**config.mk**
```make
export PLATFORM = sky130hd
export DESIGN_NAME = lottery_quantum_scheduler_core
export DESIGN_NICKNAME = d
export VERILOG_FILES = /design/src/rtl/lqs_pkg.sv /design/src/rtl/lqs_mod_unit.sv /design/src/rtl/lqs_ctrl.sv /design/src/rtl/lqs_datapath.sv /design/src/rtl/lottery_quantum_scheduler_core.sv
export SDC_FILE = /design/constraint.sdc
export NUM_CORES = 1
export LEC_CHECK = 0
export BUFFER_PORTS_ARGS = -buffer_cell sky130_fd_sc_hd__clkbuf_2
export CAP_MARGIN = 20
export CELL_PAD_IN_SITES_DETAIL_PLACEMENT = 1
export CELL_PAD_IN_SITES_GLOBAL_PLACEMENT = 2
export CORE_MARGIN = 3
export CORE_UTILIZATION = 29
export CTS_BUF_LIST = sky130_fd_sc_hd__clkbuf_8
export DETAILED_ROUTE_END_ITERATION = 8
export PLACE_DENSITY_LB_ADDON = 0.15
export SETUP_SLACK_MARGIN = 0.1
export SYNTH_ARGS = -nofsm -noshare
export SYNTH_HDL_FRONTEND = slang
export SYNTH_SLANG_ARGS = --single-unit
```
**constraint.sdc**
```tcl
create_clock -name clk -period 12.8 [get_ports clk]
set_input_delay 0.64 -clock clk [delete_from_list [all_inputs] [get_ports clk]]
set_output_delay 0.64 -clock clk [all_outputs]
set_load 0.02 [all_outputs]
```
**src/rtl/lqs_pkg.sv**
```systemverilog
package lqs_pkg;

  // slot table size and derived index width
  localparam int NUM_SLOTS = 8;
  localparam int SLOT_W    = (NUM_SLOTS > 1) ? $clog2(NUM_SLOTS) : 1;

  // field widths
  localparam int SLOT_IN_W = 3;
  localparam int TIME_W    = 16;
  localparam int PRIO_W    = 4;
  localparam int RAND_W    = 16;
  localparam int QUANT_W   = 8;
  localparam int CLOCK_W   = 24;
  localparam int METRIC_W  = 25;

  // item modes
  localparam logic MODE_LOAD = 1'b0;
  localparam logic MODE_STEP = 1'b1;

  // ticket arithmetic
  localparam int TICKET_BASE = 10;
  localparam int TICK_W      = $clog2(TICKET_BASE + 1);
  localparam int TOT_W       = $clog2(TICKET_BASE * NUM_SLOTS + 1);

  localparam logic [QUANT_W-1:0] QUANTUM_RESET = QUANT_W'(2);
  localparam logic [CLOCK_W-1:0] CLOCK_MAX     = '1;

  // controller states
  typedef enum logic [9:0] {
    ST_IDLE   = 10'b00_0000_0001,
    ST_LOAD   = 10'b00_0000_0010,
    ST_SUM    = 10'b00_0000_0100,
    ST_START  = 10'b00_0000_1000,
    ST_MOD    = 10'b00_0001_0000,
    ST_SCAN   = 10'b00_0010_0000,
    ST_POINT  = 10'b00_0100_0000,
    ST_APPLY  = 10'b00_1000_0000,
    ST_TURN   = 10'b01_0000_0000,
    ST_RESULT = 10'b10_0000_0000
  } state_t;

  // controller to datapath
  typedef struct packed {
    logic capture;
    logic load_slot;
    logic walk_clear;
    logic sum_step;
    logic mod_start;
    logic scan_step;
    logic point_win;
    logic apply;
    logic turn;
    logic out_load;
  } cmd_t;

  // datapath to controller
  typedef struct packed {
    logic walk_last;
    logic total_zero;
    logic mod_done;
    logic out_free;
  } status_t;

  // tickets held by a live slot of the given priority
  function automatic logic [TICK_W-1:0] tickets_for(input logic [PRIO_W-1:0] prio);
    logic [TICK_W-1:0] t;
    case (prio)
      PRIO_W'(0), PRIO_W'(1): t = TICK_W'(TICKET_BASE);
      PRIO_W'(2):             t = TICK_W'(TICKET_BASE / 2);
      PRIO_W'(3):             t = TICK_W'(TICKET_BASE / 3);
      PRIO_W'(4):             t = TICK_W'(TICKET_BASE / 4);
      PRIO_W'(5):             t = TICK_W'(TICKET_BASE / 5);
      default:                t = TICK_W'(1);
    endcase
    return t;
  endfunction

endpackage

```
**src/rtl/lqs_mod_unit.sv**
```systemverilog
module lqs_mod_unit (
  input  logic                          clk,
  input  logic                          rst,
  input  logic                          start,
  input  logic [lqs_pkg::RAND_W-1:0]    dividend,
  input  logic [lqs_pkg::TOT_W-1:0]     divisor,
  output logic [lqs_pkg::TOT_W-1:0]     rem,
  output logic                          done
);

  localparam int CNT_W = $clog2(lqs_pkg::RAND_W);

  logic                          busy;
  logic [CNT_W-1:0]              cnt;
  logic [lqs_pkg::RAND_W-1:0]    shreg;
  logic [lqs_pkg::TOT_W:0]       trial;
  logic                          fits;

  // one restoring step: bring in the next dividend bit and subtract if it fits
  assign trial = {rem, shreg[lqs_pkg::RAND_W-1]};
  assign fits  = trial >= {1'b0, divisor};

  // control of the bit-serial loop
  always_ff @(posedge clk) begin
    if (rst) begin
      busy <= 1'b0;
      done <= 1'b0;
      cnt  <= '0;
    end else begin
      done <= 1'b0;
      if (start) begin
        busy <= 1'b1;
        cnt  <= '0;
      end else if (busy) begin
        cnt <= cnt + CNT_W'(1);
        if (cnt == CNT_W'(lqs_pkg::RAND_W - 1)) begin
          busy <= 1'b0;
          done <= 1'b1;
        end
      end
    end
  end

  // partial remainder and dividend shifter
  always_ff @(posedge clk) begin
    if (start) begin
      shreg <= dividend;
      rem   <= '0;
    end else if (busy) begin
      shreg <= {shreg[lqs_pkg::RAND_W-2:0], 1'b0};
      rem   <= fits ? lqs_pkg::TOT_W'(trial - {1'b0, divisor})
                    : trial[lqs_pkg::TOT_W-1:0];
    end
  end

endmodule

```
**src/rtl/lqs_ctrl.sv**
```systemverilog
module lqs_ctrl (
  input  logic             clk,
  input  logic             rst,
  input  logic             in_valid,
  input  logic             in_mode,
  output logic             in_ready,
  input  lqs_pkg::status_t sts,
  output lqs_pkg::cmd_t    cmd
);

  lqs_pkg::state_t state;
  lqs_pkg::state_t state_next;

  // state register
  always_ff @(posedge clk) begin
    if (rst) begin
      state <= lqs_pkg::ST_IDLE;
    end else begin
      state <= state_next;
    end
  end

  assign in_ready = (state == lqs_pkg::ST_IDLE);

  // sequencing of one item
  always_comb begin
    state_next = state;
    cmd        = '0;
    unique case (state)
      lqs_pkg::ST_IDLE: begin
        if (in_valid) begin
          cmd.capture    = 1'b1;
          cmd.walk_clear = 1'b1;
          state_next     = (in_mode == lqs_pkg::MODE_STEP) ? lqs_pkg::ST_SUM
                                                           : lqs_pkg::ST_LOAD;
        end
      end
      lqs_pkg::ST_LOAD: begin
        cmd.load_slot = 1'b1;
        state_next    = lqs_pkg::ST_RESULT;
      end
      lqs_pkg::ST_SUM: begin
        cmd.sum_step = 1'b1;
        if (sts.walk_last) begin
          state_next = lqs_pkg::ST_START;
        end
      end
      lqs_pkg::ST_START: begin
        if (sts.total_zero) begin
          state_next = lqs_pkg::ST_RESULT;
        end else begin
          cmd.mod_start  = 1'b1;
          cmd.walk_clear = 1'b1;
          state_next     = lqs_pkg::ST_MOD;
        end
      end
      lqs_pkg::ST_MOD: begin
        if (sts.mod_done) begin
          state_next = lqs_pkg::ST_SCAN;
        end
      end
      lqs_pkg::ST_SCAN: begin
        cmd.scan_step = 1'b1;
        if (sts.walk_last) begin
          state_next = lqs_pkg::ST_POINT;
        end
      end
      lqs_pkg::ST_POINT: begin
        cmd.point_win = 1'b1;
        state_next    = lqs_pkg::ST_APPLY;
      end
      lqs_pkg::ST_APPLY: begin
        cmd.apply  = 1'b1;
        state_next = lqs_pkg::ST_TURN;
      end
      lqs_pkg::ST_TURN: begin
        cmd.turn   = 1'b1;
        state_next = lqs_pkg::ST_RESULT;
      end
      lqs_pkg::ST_RESULT: begin
        if (sts.out_free) begin
          cmd.out_load = 1'b1;
          state_next   = lqs_pkg::ST_IDLE;
        end
      end
      default: begin
        state_next = lqs_pkg::ST_IDLE;
      end
    endcase
  end

endmodule

```
**src/rtl/lqs_datapath.sv**
```systemverilog
module lqs_datapath (
  input  logic                              clk,
  input  logic                              rst,
  input  lqs_pkg::cmd_t                     cmd,
  output lqs_pkg::status_t                  sts,
  input  logic                              quantum_length_we,
  input  logic [lqs_pkg::QUANT_W-1:0]       quantum_length,
  input  logic                              mode,
  input  logic [lqs_pkg::SLOT_IN_W-1:0]     slot_index,
  input  logic [lqs_pkg::TIME_W-1:0]        arrival_value,
  input  logic [lqs_pkg::TIME_W-1:0]        burst_value,
  input  logic [lqs_pkg::PRIO_W-1:0]        priority_value,
  input  logic [lqs_pkg::RAND_W-1:0]        random_word,
  output logic                              out_valid,
  input  logic                              out_ready,
  output logic [lqs_pkg::SLOT_IN_W-1:0]     winner_slot,
  output logic [lqs_pkg::QUANT_W-1:0]       slice_length,
  output logic [lqs_pkg::CLOCK_W-1:0]       clock_now,
  output logic                              finished,
  output logic signed [lqs_pkg::METRIC_W-1:0] turnaround,
  output logic signed [lqs_pkg::METRIC_W-1:0] waiting,
  output logic                              all_done
);

  localparam int SLOT_W  = lqs_pkg::SLOT_W;
  localparam int TIME_W  = lqs_pkg::TIME_W;
  localparam int QUANT_W = lqs_pkg::QUANT_W;
  localparam int CLOCK_W = lqs_pkg::CLOCK_W;
  localparam int MET_W   = lqs_pkg::METRIC_W;
  localparam int TOT_W   = lqs_pkg::TOT_W;

  // slot table
  logic [TIME_W-1:0]          remaining_store [lqs_pkg::NUM_SLOTS];
  logic [TIME_W-1:0]          burst_store     [lqs_pkg::NUM_SLOTS];
  logic [TIME_W-1:0]          arrival_store   [lqs_pkg::NUM_SLOTS];
  logic [lqs_pkg::PRIO_W-1:0] priority_store  [lqs_pkg::NUM_SLOTS];

  logic [CLOCK_W-1:0]           clock_count;
  logic [QUANT_W-1:0]           quantum;

  // captured item
  logic                         mode_q;
  logic [lqs_pkg::SLOT_IN_W-1:0] slot_q;
  logic [TIME_W-1:0]            arrival_q;
  logic [TIME_W-1:0]            burst_q;
  logic [lqs_pkg::PRIO_W-1:0]   prio_q;
  logic [lqs_pkg::RAND_W-1:0]   random_q;

  // walk and lottery working registers
  logic [SLOT_W-1:0]            ptr;
  logic [TOT_W-1:0]             total;
  logic [TOT_W-1:0]             acc;
  logic [SLOT_W-1:0]            win;
  logic                         found;
  logic [QUANT_W-1:0]           slice;
  logic                         fin;
  logic [MET_W-1:0]             turn;

  logic [TOT_W-1:0]             mod_rem;
  logic                         mod_done;

  // read port at the walk pointer
  logic [TIME_W-1:0]            rd_rem;
  logic [TIME_W-1:0]            rd_arr;
  logic [TIME_W-1:0]            rd_burst;
  logic                         live;
  logic [TOT_W-1:0]             tick;
  logic [TOT_W-1:0]             acc_sum;
  logic                         walk_last;
  logic                         slot_ok;
  logic [QUANT_W-1:0]           slice_c;
  logic [TIME_W-1:0]            rem_new;
  logic [CLOCK_W:0]             clock_sum;
  logic                         out_free;

  assign rd_rem    = remaining_store[ptr];
  assign rd_arr    = arrival_store[ptr];
  assign rd_burst  = burst_store[ptr];
  assign live      = (rd_rem != '0);
  assign tick      = live ? TOT_W'(lqs_pkg::tickets_for(priority_store[ptr])) : '0;
  assign acc_sum   = acc + tick;
  assign walk_last = (ptr == SLOT_W'(lqs_pkg::NUM_SLOTS - 1));
  assign slot_ok   = (32'(slot_q) < 32'(lqs_pkg::NUM_SLOTS));

  // slice grant and clock advance for the winner
  assign slice_c   = (rd_rem < TIME_W'(quantum)) ? rd_rem[QUANT_W-1:0] : quantum;
  assign rem_new   = rd_rem - TIME_W'(slice_c);
  assign clock_sum = {1'b0, clock_count} + (CLOCK_W + 1)'(slice_c);

  assign out_free = !out_valid || out_ready;

  assign sts.walk_last  = walk_last;
  assign sts.total_zero = (total == '0);
  assign sts.mod_done   = mod_done;
  assign sts.out_free   = out_free;

  // remainder of the random word over the ticket total
  lqs_mod_unit u_mod (
    .clk      (clk),
    .rst      (rst),
    .start    (cmd.mod_start),
    .dividend (random_q),
    .divisor  (total),
    .rem      (mod_rem),
    .done     (mod_done)
  );

  // quantum register
  always_ff @(posedge clk) begin
    if (rst) begin
      quantum <= lqs_pkg::QUANTUM_RESET;
    end else if (quantum_length_we) begin
      quantum <= quantum_length;
    end
  end

  // input capture on transfer
  always_ff @(posedge clk) begin
    if (cmd.capture) begin
      mode_q    <= mode;
      slot_q    <= slot_index;
      arrival_q <= arrival_value;
      burst_q   <= burst_value;
      prio_q    <= priority_value;
      random_q  <= random_word;
    end
  end

  // slot table and scheduler clock
  always_ff @(posedge clk) begin
    if (rst) begin
      for (int i = 0; i < lqs_pkg::NUM_SLOTS; i++) begin
        remaining_store[i] <= '0;
        burst_store[i]     <= '0;
        arrival_store[i]   <= '0;
        priority_store[i]  <= '0;
      end
      clock_count <= '0;
    end else begin
      if (cmd.load_slot && slot_ok) begin
        arrival_store[SLOT_W'(slot_q)]   <= arrival_q;
        burst_store[SLOT_W'(slot_q)]     <= burst_q;
        remaining_store[SLOT_W'(slot_q)] <= burst_q;
        priority_store[SLOT_W'(slot_q)]  <= prio_q;
      end else if (cmd.apply) begin
        remaining_store[ptr] <= rem_new;
      end
      if (cmd.apply) begin
        clock_count <= clock_sum[CLOCK_W] ? lqs_pkg::CLOCK_MAX : clock_sum[CLOCK_W-1:0];
      end
    end
  end

  // ticket walks: total pass, then winner search
  always_ff @(posedge clk) begin
    if (cmd.capture) begin
      total <= '0;
    end else if (cmd.sum_step) begin
      total <= total + tick;
    end

    if (cmd.walk_clear) begin
      ptr   <= '0;
      acc   <= '0;
      found <= 1'b0;
    end else if (cmd.point_win) begin
      ptr <= win;
    end else if (cmd.sum_step || cmd.scan_step) begin
      ptr <= walk_last ? '0 : ptr + SLOT_W'(1);
      if (cmd.scan_step) begin
        acc <= acc_sum;
        if (live && !found && (mod_rem < acc_sum)) begin
          win   <= ptr;
          found <= 1'b1;
        end
      end
    end

    if (cmd.apply) begin
      slice <= slice_c;
      fin   <= (rem_new == '0) && (slice_c != '0);
    end

    if (cmd.turn) begin
      turn <= {1'b0, clock_count} - MET_W'(rd_arr);
    end
  end

  // result register
  always_ff @(posedge clk) begin
    if (rst) begin
      out_valid <= 1'b0;
    end else if (cmd.out_load) begin
      out_valid <= 1'b1;
    end else if (out_ready) begin
      out_valid <= 1'b0;
    end
  end

  always_ff @(posedge clk) begin
    if (cmd.out_load) begin
      clock_now <= clock_count;
      if ((mode_q == lqs_pkg::MODE_STEP) && (total != '0)) begin
        winner_slot  <= lqs_pkg::SLOT_IN_W'(win);
        slice_length <= slice;
        finished     <= fin;
        turnaround   <= fin ? turn : '0;
        waiting      <= fin ? (turn - MET_W'(rd_burst)) : '0;
        all_done     <= 1'b0;
      end else begin
        winner_slot  <= '0;
        slice_length <= '0;
        finished     <= 1'b0;
        turnaround   <= '0;
        waiting      <= '0;
        all_done     <= (mode_q == lqs_pkg::MODE_STEP);
      end
    end
  end

endmodule

```
**src/rtl/lottery_quantum_scheduler_core.sv**
```systemverilog
// channel   direction  handshake              payload
// in        input      in_valid / in_ready    mode, slot_index, arrival_value, burst_value,
//                                             priority_value, random_word
// out       output     out_valid / out_ready  winner_slot, slice_length, clock_now, finished,
//                                             turnaround, waiting, all_done
// config    input      quantum_length_we      quantum_length
//
// a load item writes its slot and goes to the result; a step item makes two passes
// over the slot table (one slot a cycle) and runs the bit-serial remainder unit
// between them; a step with no live slot skips the remainder unit and the second pass
// one item at a time; in_ready is high only while the controller is idle
// the result register frees the input side: a new item is taken while a result waits
// synchronous active-high reset clears the slot table, the clock and the quantum (to 2)
module lottery_quantum_scheduler_core (
  input  logic                                clk,
  input  logic                                rst,
  input  logic                                quantum_length_we,
  input  logic [lqs_pkg::QUANT_W-1:0]         quantum_length,
  input  logic                                in_valid,
  output logic                                in_ready,
  input  logic                                mode,
  input  logic [lqs_pkg::SLOT_IN_W-1:0]       slot_index,
  input  logic [lqs_pkg::TIME_W-1:0]          arrival_value,
  input  logic [lqs_pkg::TIME_W-1:0]          burst_value,
  input  logic [lqs_pkg::PRIO_W-1:0]          priority_value,
  input  logic [lqs_pkg::RAND_W-1:0]          random_word,
  output logic                                out_valid,
  input  logic                                out_ready,
  output logic [lqs_pkg::SLOT_IN_W-1:0]       winner_slot,
  output logic [lqs_pkg::QUANT_W-1:0]         slice_length,
  output logic [lqs_pkg::CLOCK_W-1:0]         clock_now,
  output logic                                finished,
  output logic signed [lqs_pkg::METRIC_W-1:0] turnaround,
  output logic signed [lqs_pkg::METRIC_W-1:0] waiting,
  output logic                                all_done
);

  lqs_pkg::cmd_t    cmd;
  lqs_pkg::status_t sts;

  // sequencer
  lqs_ctrl u_ctrl (
    .clk      (clk),
    .rst      (rst),
    .in_valid (in_valid),
    .in_mode  (mode),
    .in_ready (in_ready),
    .sts      (sts),
    .cmd      (cmd)
  );

  // slot table, lottery arithmetic and result register
  lqs_datapath u_dp (
    .clk               (clk),
    .rst               (rst),
    .cmd               (cmd),
    .sts               (sts),
    .quantum_length_we (quantum_length_we),
    .quantum_length    (quantum_length),
    .mode              (mode),
    .slot_index        (slot_index),
    .arrival_value     (arrival_value),
    .burst_value       (burst_value),
    .priority_value    (priority_value),
    .random_word       (random_word),
    .out_valid         (out_valid),
    .out_ready         (out_ready),
    .winner_slot       (winner_slot),
    .slice_length      (slice_length),
    .clock_now         (clock_now),
    .finished          (finished),
    .turnaround        (turnaround),
    .waiting           (waiting),
    .all_done          (all_done)
  );

endmodule

```
### Yosys cells after proc, flatten, opt, wreduce, memory -nomap -nowiden

Memories as Yosys holds them, arrays and structs flattened. A register that Yosys moved wholly into a read port is not among the register bits.
Index checks and enable logic that the tools add are counted.

* shifts and indexed selects: 0
* multipliers: 0
* order comparisons: 3
* equal/unequal tests: 22
* divide/modulo/power cells: 0
* muxes and demuxes: 69
* reduce and logical (&&, ||, !) cells: 32
* $add $sub $neg: 9
* bitwise operators: 3

Operator list (count)
* two-way mux 16 bit: 6
* one-hot mux 10 bit (9 select lines): 1
* OR reduction 16 bit: 4
* two-way mux 10 bit: 6
* two-way mux 3 bit: 17
* two-way mux 1 bit: 32
* adder 24 x 8 -> 25 bit: 1
* subtractor 24 x 16 -> 25 bit: 1
* subtractor 25 x 16 -> 25 bit: 1
* two-way mux 24 bit: 1
* zero test 16 bit: 1
* < comparator 16 x 8 -> 1 bit: 1
* one-hot mux 4 bit (4 select lines): 1
* nonzero test 16 bit: 1
* subtractor 16 x 8 -> 16 bit: 1
* adder 7 bit: 2
* == test 10 x 1 -> 1 bit (second input constant): 1
* == test 10 bit (second input constant): 1
* == test 10 x 2 -> 1 bit (second input constant): 1
* == test 10 x 3 -> 1 bit (second input constant): 1
* == test 10 x 4 -> 1 bit (second input constant): 1
* == test 10 x 5 -> 1 bit (second input constant): 1
* == test 10 x 6 -> 1 bit (second input constant): 1
* == test 10 x 7 -> 1 bit (second input constant): 1
* 34 further kinds: 53

* input port bits: 69
* memories: 4
* bits in latches: 0
* bits in writable memories: 416
* output and inout port bits: 89
* logic and storage cells: 172
* bits in registers: 270
* memory bits (read-only): 0

Memories
* u_dp.arrival_store: words 8, bits a word 16, rd ports 1, clocked after memory_dff 1, write ports 8, RTL line lqs_datapath.sv:35 `logic [TIME_W-1:0] arrival_store [lqs_pkg::NUM_SLOTS];`
* u_dp.burst_store: words 8, bits a word 16, rd ports 1, clocked after memory_dff 1, write ports 8, RTL line lqs_datapath.sv:34 `logic [TIME_W-1:0] burst_store [lqs_pkg::NUM_SLOTS];`
* u_dp.remaining_store: words 8, bits a word 16, rd ports 1, clocked after memory_dff 1, write ports 8, RTL line lqs_datapath.sv:33 `logic [TIME_W-1:0] remaining_store [lqs_pkg::NUM_SLOTS];`
* u_dp.priority_store: words 8, bits a word 4, rd ports 1, clocked after memory_dff 1, write ports 8, RTL line lqs_datapath.sv:36 `logic [lqs_pkg::PRIO_W-1:0] priority_store [lqs_pkg::NUM_SLOTS];`

### Logic depth before layout (Yosys ltp)

* word-level depth: 8
* depth in mapped cells: 29
* depth with buffers taken out: 25

### By module

A second synthesis with hierarchy kept.

* cell total of the unflattened synthesis: 2441
* area total of the unflattened synthesis: 32585.0 um2

By module, submodules not included
* lqs_datapath: area an instance 30269.0 um2, sequential area each 18978.2 um2, instances 1, cells an instance 2208
* lqs_mod_unit: area an instance 1689.1 um2, sequential area each 740.7 um2, instances 1, cells an instance 157
* lqs_ctrl: area an instance 626.9 um2, sequential area each 200.2 um2, instances 1, cells an instance 76

### Worst setup path after synthesis

Ideal clock, no wire load.

* path type: register to register
* start point: register (tool-made name)
* end point: memory u_dp.remaining_store[0][12], data pin
* cell stages (with the launch flop): 28
* setup slack: 6.299 ns
* path buffers: 9
* data arrival time: 6.232 ns
* period minus slack after synthesis: 6.501 ns
* required time: 12.530 ns
* library setup time: 0.270 ns
* cell sequence: dfxtp_1 buf_2 buf_2 buf_2 mux4_2 mux2i_1 inv_1 ha_1 nand4_1 a221oi_1 o21ai_0 nand3_1 nor4_1 clkbuf_1 clkbuf_1 buf_1 clkbuf_1 a21o_1 ha_1 clkbuf_1 inv_1 o2111ai_1 a311oi_1 or3_1 buf_2 a221o_1 a211oi_2 nor2_1

RTL lines (RTL line)
* end: declaration: lqs_datapath.sv:33

==> metrics.cfg <==
[outcome]
outcome=finished, final reports clean

[global_routing]
grt_antenna_before_repair=8
grt_pass1_vias=22600
grt_max_degree=72
grt_pass1_wl_um=148000
overflow=0
grt_usage_pct=17.3

[route]
via_per_inst=4.87
via_count=20700
drtIter0Drc=1172
antenna_left=0
wl_per_cell_um=23.5
drt_pass1_iterations=4
drc_errors=0
wl_um=100000

[die]
initial_utilization_pct=29.4
dieWidth_um=339
fp-row-count=121
die_area_um2=115000
die_h_um=339
coreArea_um2=109000
ios=158

[pwr]
switchingPower_mw=1.59
p_clk_share_pct=35.2
swShare_pct=29.1
power_density_nw_per_um2=145
seq_power_share_pct=49.1
p_int_mw=3.87
p_comb_share_pct=15.6
vdd_drop_max_v=0.0000672
cellLeakagePower_nw=13.8

[timing]
fin_setup_tns_ns=0
hold_violations=0
rsz0062_at_grt=false
maxSlewViolCount=0
fin_skew_ns=0.0502
worst_pin_slew_ns=1.12
max-slew-margin-rel_pct=25.0
finalCritPeriodShare_pct=62.7
layout_min_cycle_time_ns=8.02
finalSetupViolCount=0
setup_ws_ns=4.78
fmax_ghz=0.125

[setup_path]
worstSetupPathType=flip-flop to flip-flop
worstPathArrival_ns=8.70
critPathRequiredTime_ns=13.48
end_kind=flip-flop
cp-start-kind=flip-flop
cp_max_fo=45

[finish]
num-fill-cells=11700
nets=2822
final_cells=4254
syn2layout_area_growth_pct=17.1
seqCellArea_um2=19900
multiInputGateArea_um2=11600
drive_gt1_share_pct=19.6

[placed_design]
port_buffers=157
dp_hpwl_um=65400
post-place-cells=3972
routabilityCongestion=0.827
post-place-ws_ns=4.86

[synth]
avgSynthCellArea_um2=13.3
ys_types=72
synth_nets=2555
synth_area_leaders=edfxtp_1, mux4_2, and2_1
synth_ff_type=edfxtp_1
synth_top_area_share_pct=57.2
netlist_area_um2=32100
seq_area_frac_synth_pct=62.0
yosys_warnings=0
synth.most_common_cell=edfxtp_1
synth_top_area_cell=edfxtp_1
synth-edff-count=612
synth_cells=2407
ys_ff_latch=689
async_reset_ff_share_pct=0
yosys-top-cells-count=edfxtp_1, and2_1, nor2_1

[clocking]
root_buffer=clkbuf_8
clk_latency_ns=0.77
cts.sinks=689
clk_path_buf_depth=3
cts_setup_buffers=0
ctsHtreeMaxLevel=3
clkTransAtPathRegs_ns=0.06
cts-buffers-inserted=121
cts_tree=yes
post_cts_resize_count=0

[job]
maxCapViolCount=0

[hold_path]
hold_class=primary input to flip-flop

cell usage in the layout (no fill, tap or decap), types with 8 or more instances in the layout:
master         instances
or3_1                  8
nor2_1               263
a211oi_1              19
nor2b_1               18
dfxtp_1               74
a21boi_0              14
or2_2                 13
buf_4                 48
xor2_1                20
and3_1                38
or4_1                  8
nor4_1                14
edfxtp_1             612
o211ai_1              12
nand2_1               92
o21a_1                 9
clkinv_2              19
mux4_2               104
clkinv_1              37
clkbuf_2             157
mux2_2                26
inv_1                112
nand4_1               20
o21ai_0               70
mux2i_1               70
a21oi_1               61
nor3_1                58
a31oi_1               15
and2_1               297
dlygate4sd3_1         54
nand2b_1              17
a21o_1                13
ha_1                  73
nand3_1               28
xnor2_1               47
clkbuf_8             123
path summary, 6_finish.rpt:
check | startpoint | slack (ns) | to | cells past startpoint
max | flip-flop | 4.78 | u_dp.clock_count[23]$_SDFFE_PP0N_ | 23
min | arrival_value[14] | 0.10 | u_dp.arrival_q[14]$_DFFE_PP_ | 1
max reg2reg | flip-flop | 4.78 | u_dp.clock_count[23]$_SDFFE_PP0N_ | 23
min reg2reg | u_dp.u_mod.cnt[3]$_SDFFE_PP0P_ | 0.45 | u_dp.u_mod.done$_SDFF_PP0_ | 2
per-stage QoR:
| stage | area [um^2] | hold slack, ns | power (mW) | util (%) |
|---|---|---|---|---|
| CTS | 37600 | 0.000822 | 5.57 | 34.4 |
| global placement | 34800 | 0.441 | 3.57 | 31.8 |
| detailed placement | 34800 | 0.446 | 3.59 | 31.8 |
| global route | 37600 | 0.0351 | 5.76 | 34.4 |
| finish | 37600 | 0.102 | 5.46 | 34.4 |
| floorplan | 32100 | 0.406 | 3.25 | - |
state kept, by name (all words and copies together), names as in the netlist, 4 cells and up, named ones only:
name	flops
u_ctrl.state	10
u_dp.acc	7
u_dp.arrival_q	16
u_dp.arrival_store	128
u_dp.burst_q	16
u_dp.burst_store	128
u_dp.clock_count	24
u_dp.clock_now	24
u_dp.prio_q	4
u_dp.priority_store	32
u_dp.quantum	8
u_dp.random_q	16
u_dp.remaining_store	128
u_dp.slice	8
u_dp.slice_length	8
u_dp.total	7
u_dp.turn	25
u_dp.turnaround	25
u_dp.u_mod.cnt	4
u_dp.u_mod.rem	7
u_dp.u_mod.shreg	16
u_dp.waiting	25
layout make-up:
type | count | area share [%]
Inverter | 76 | 0.758
Multi-Input combinational cell | 1526 | 30.8
Clock inverter | 103 | 1.52
Clock buffer | 123 | 4.50
Antenna cell | 1 | 0.00665
Sequential cell | 689 | 53.0
Timing Repair Buffer | 260 | 4.50
Tap cell | 1476 | 4.91
critical path, cell delays in order (launching register included):
cell	delay, ns
dfxtp_4	0.94
mux4_2	0.61
mux2i_1	0.46
inv_1	0.13
ha_1	0.33
a211oi_1	0.36
nand2_1	0.09
o21ai_0	0.17
nand3_1	0.18
or4_1	0.70
o21ai_0	0.57
ha_1	0.27
inv_1	0.06
fa_1	0.39
nor2b_1	0.13
o21ai_0	0.11
a21boi_0	0.25
o21ai_0	0.14
a21boi_0	0.26
o21ai_0	0.16
a21oi_1	0.55
nand2_1	0.48
and4_1	0.35
a211oi_1	0.23
kinds of logic (layout without fill, tap and decap cells):
kind of cell	after synthesis	after routing	share of synthesized area, %
AO/OA/AOI/OAI	267	267	5.34
XOR/XNOR	67	67	1.83
adder cells (fa/ha/maj)	82	82	3.32
buffers and inverters	192	562	2.29
flip-flops	689	689	62.0
multiplexers	202	202	10.5
other	0	1	0
AND/OR/NAND/NOR	908	908	14.7
layer usage:
layer / vias up / wire length (um) / track usage [%] / share of wire, %
met5: - / 0 / 0 / 0
li1: 9458 / - / - / -
met3: 161 / 4530 / 2.99 / 4.5
met2: 467 / 48900 / 29.4 / 49
met4: 0 / 2680 / 5.57 / 2.7
met1: 10600 / 44000 / 22.4 / 44
power groups by stage:
stage	sequential [mW]	combinational [mW]	clock (mW)
after detailed placement	2.73	0.856	0
after global placement	2.73	0.845	0
final	2.68	0.854	1.93
after global routing	2.70	0.948	2.11
after floorplan	2.66	0.592	0
after CTS	2.69	0.874	2.01
what timing repair did:
item | CTS | global route
endpoints found under the setup margin | 0 | 0
endpoints found under the hold margin | 54 | 0
hold buffers | 54 | 0
No activity file was read; power rests on OpenSTA's default activity.
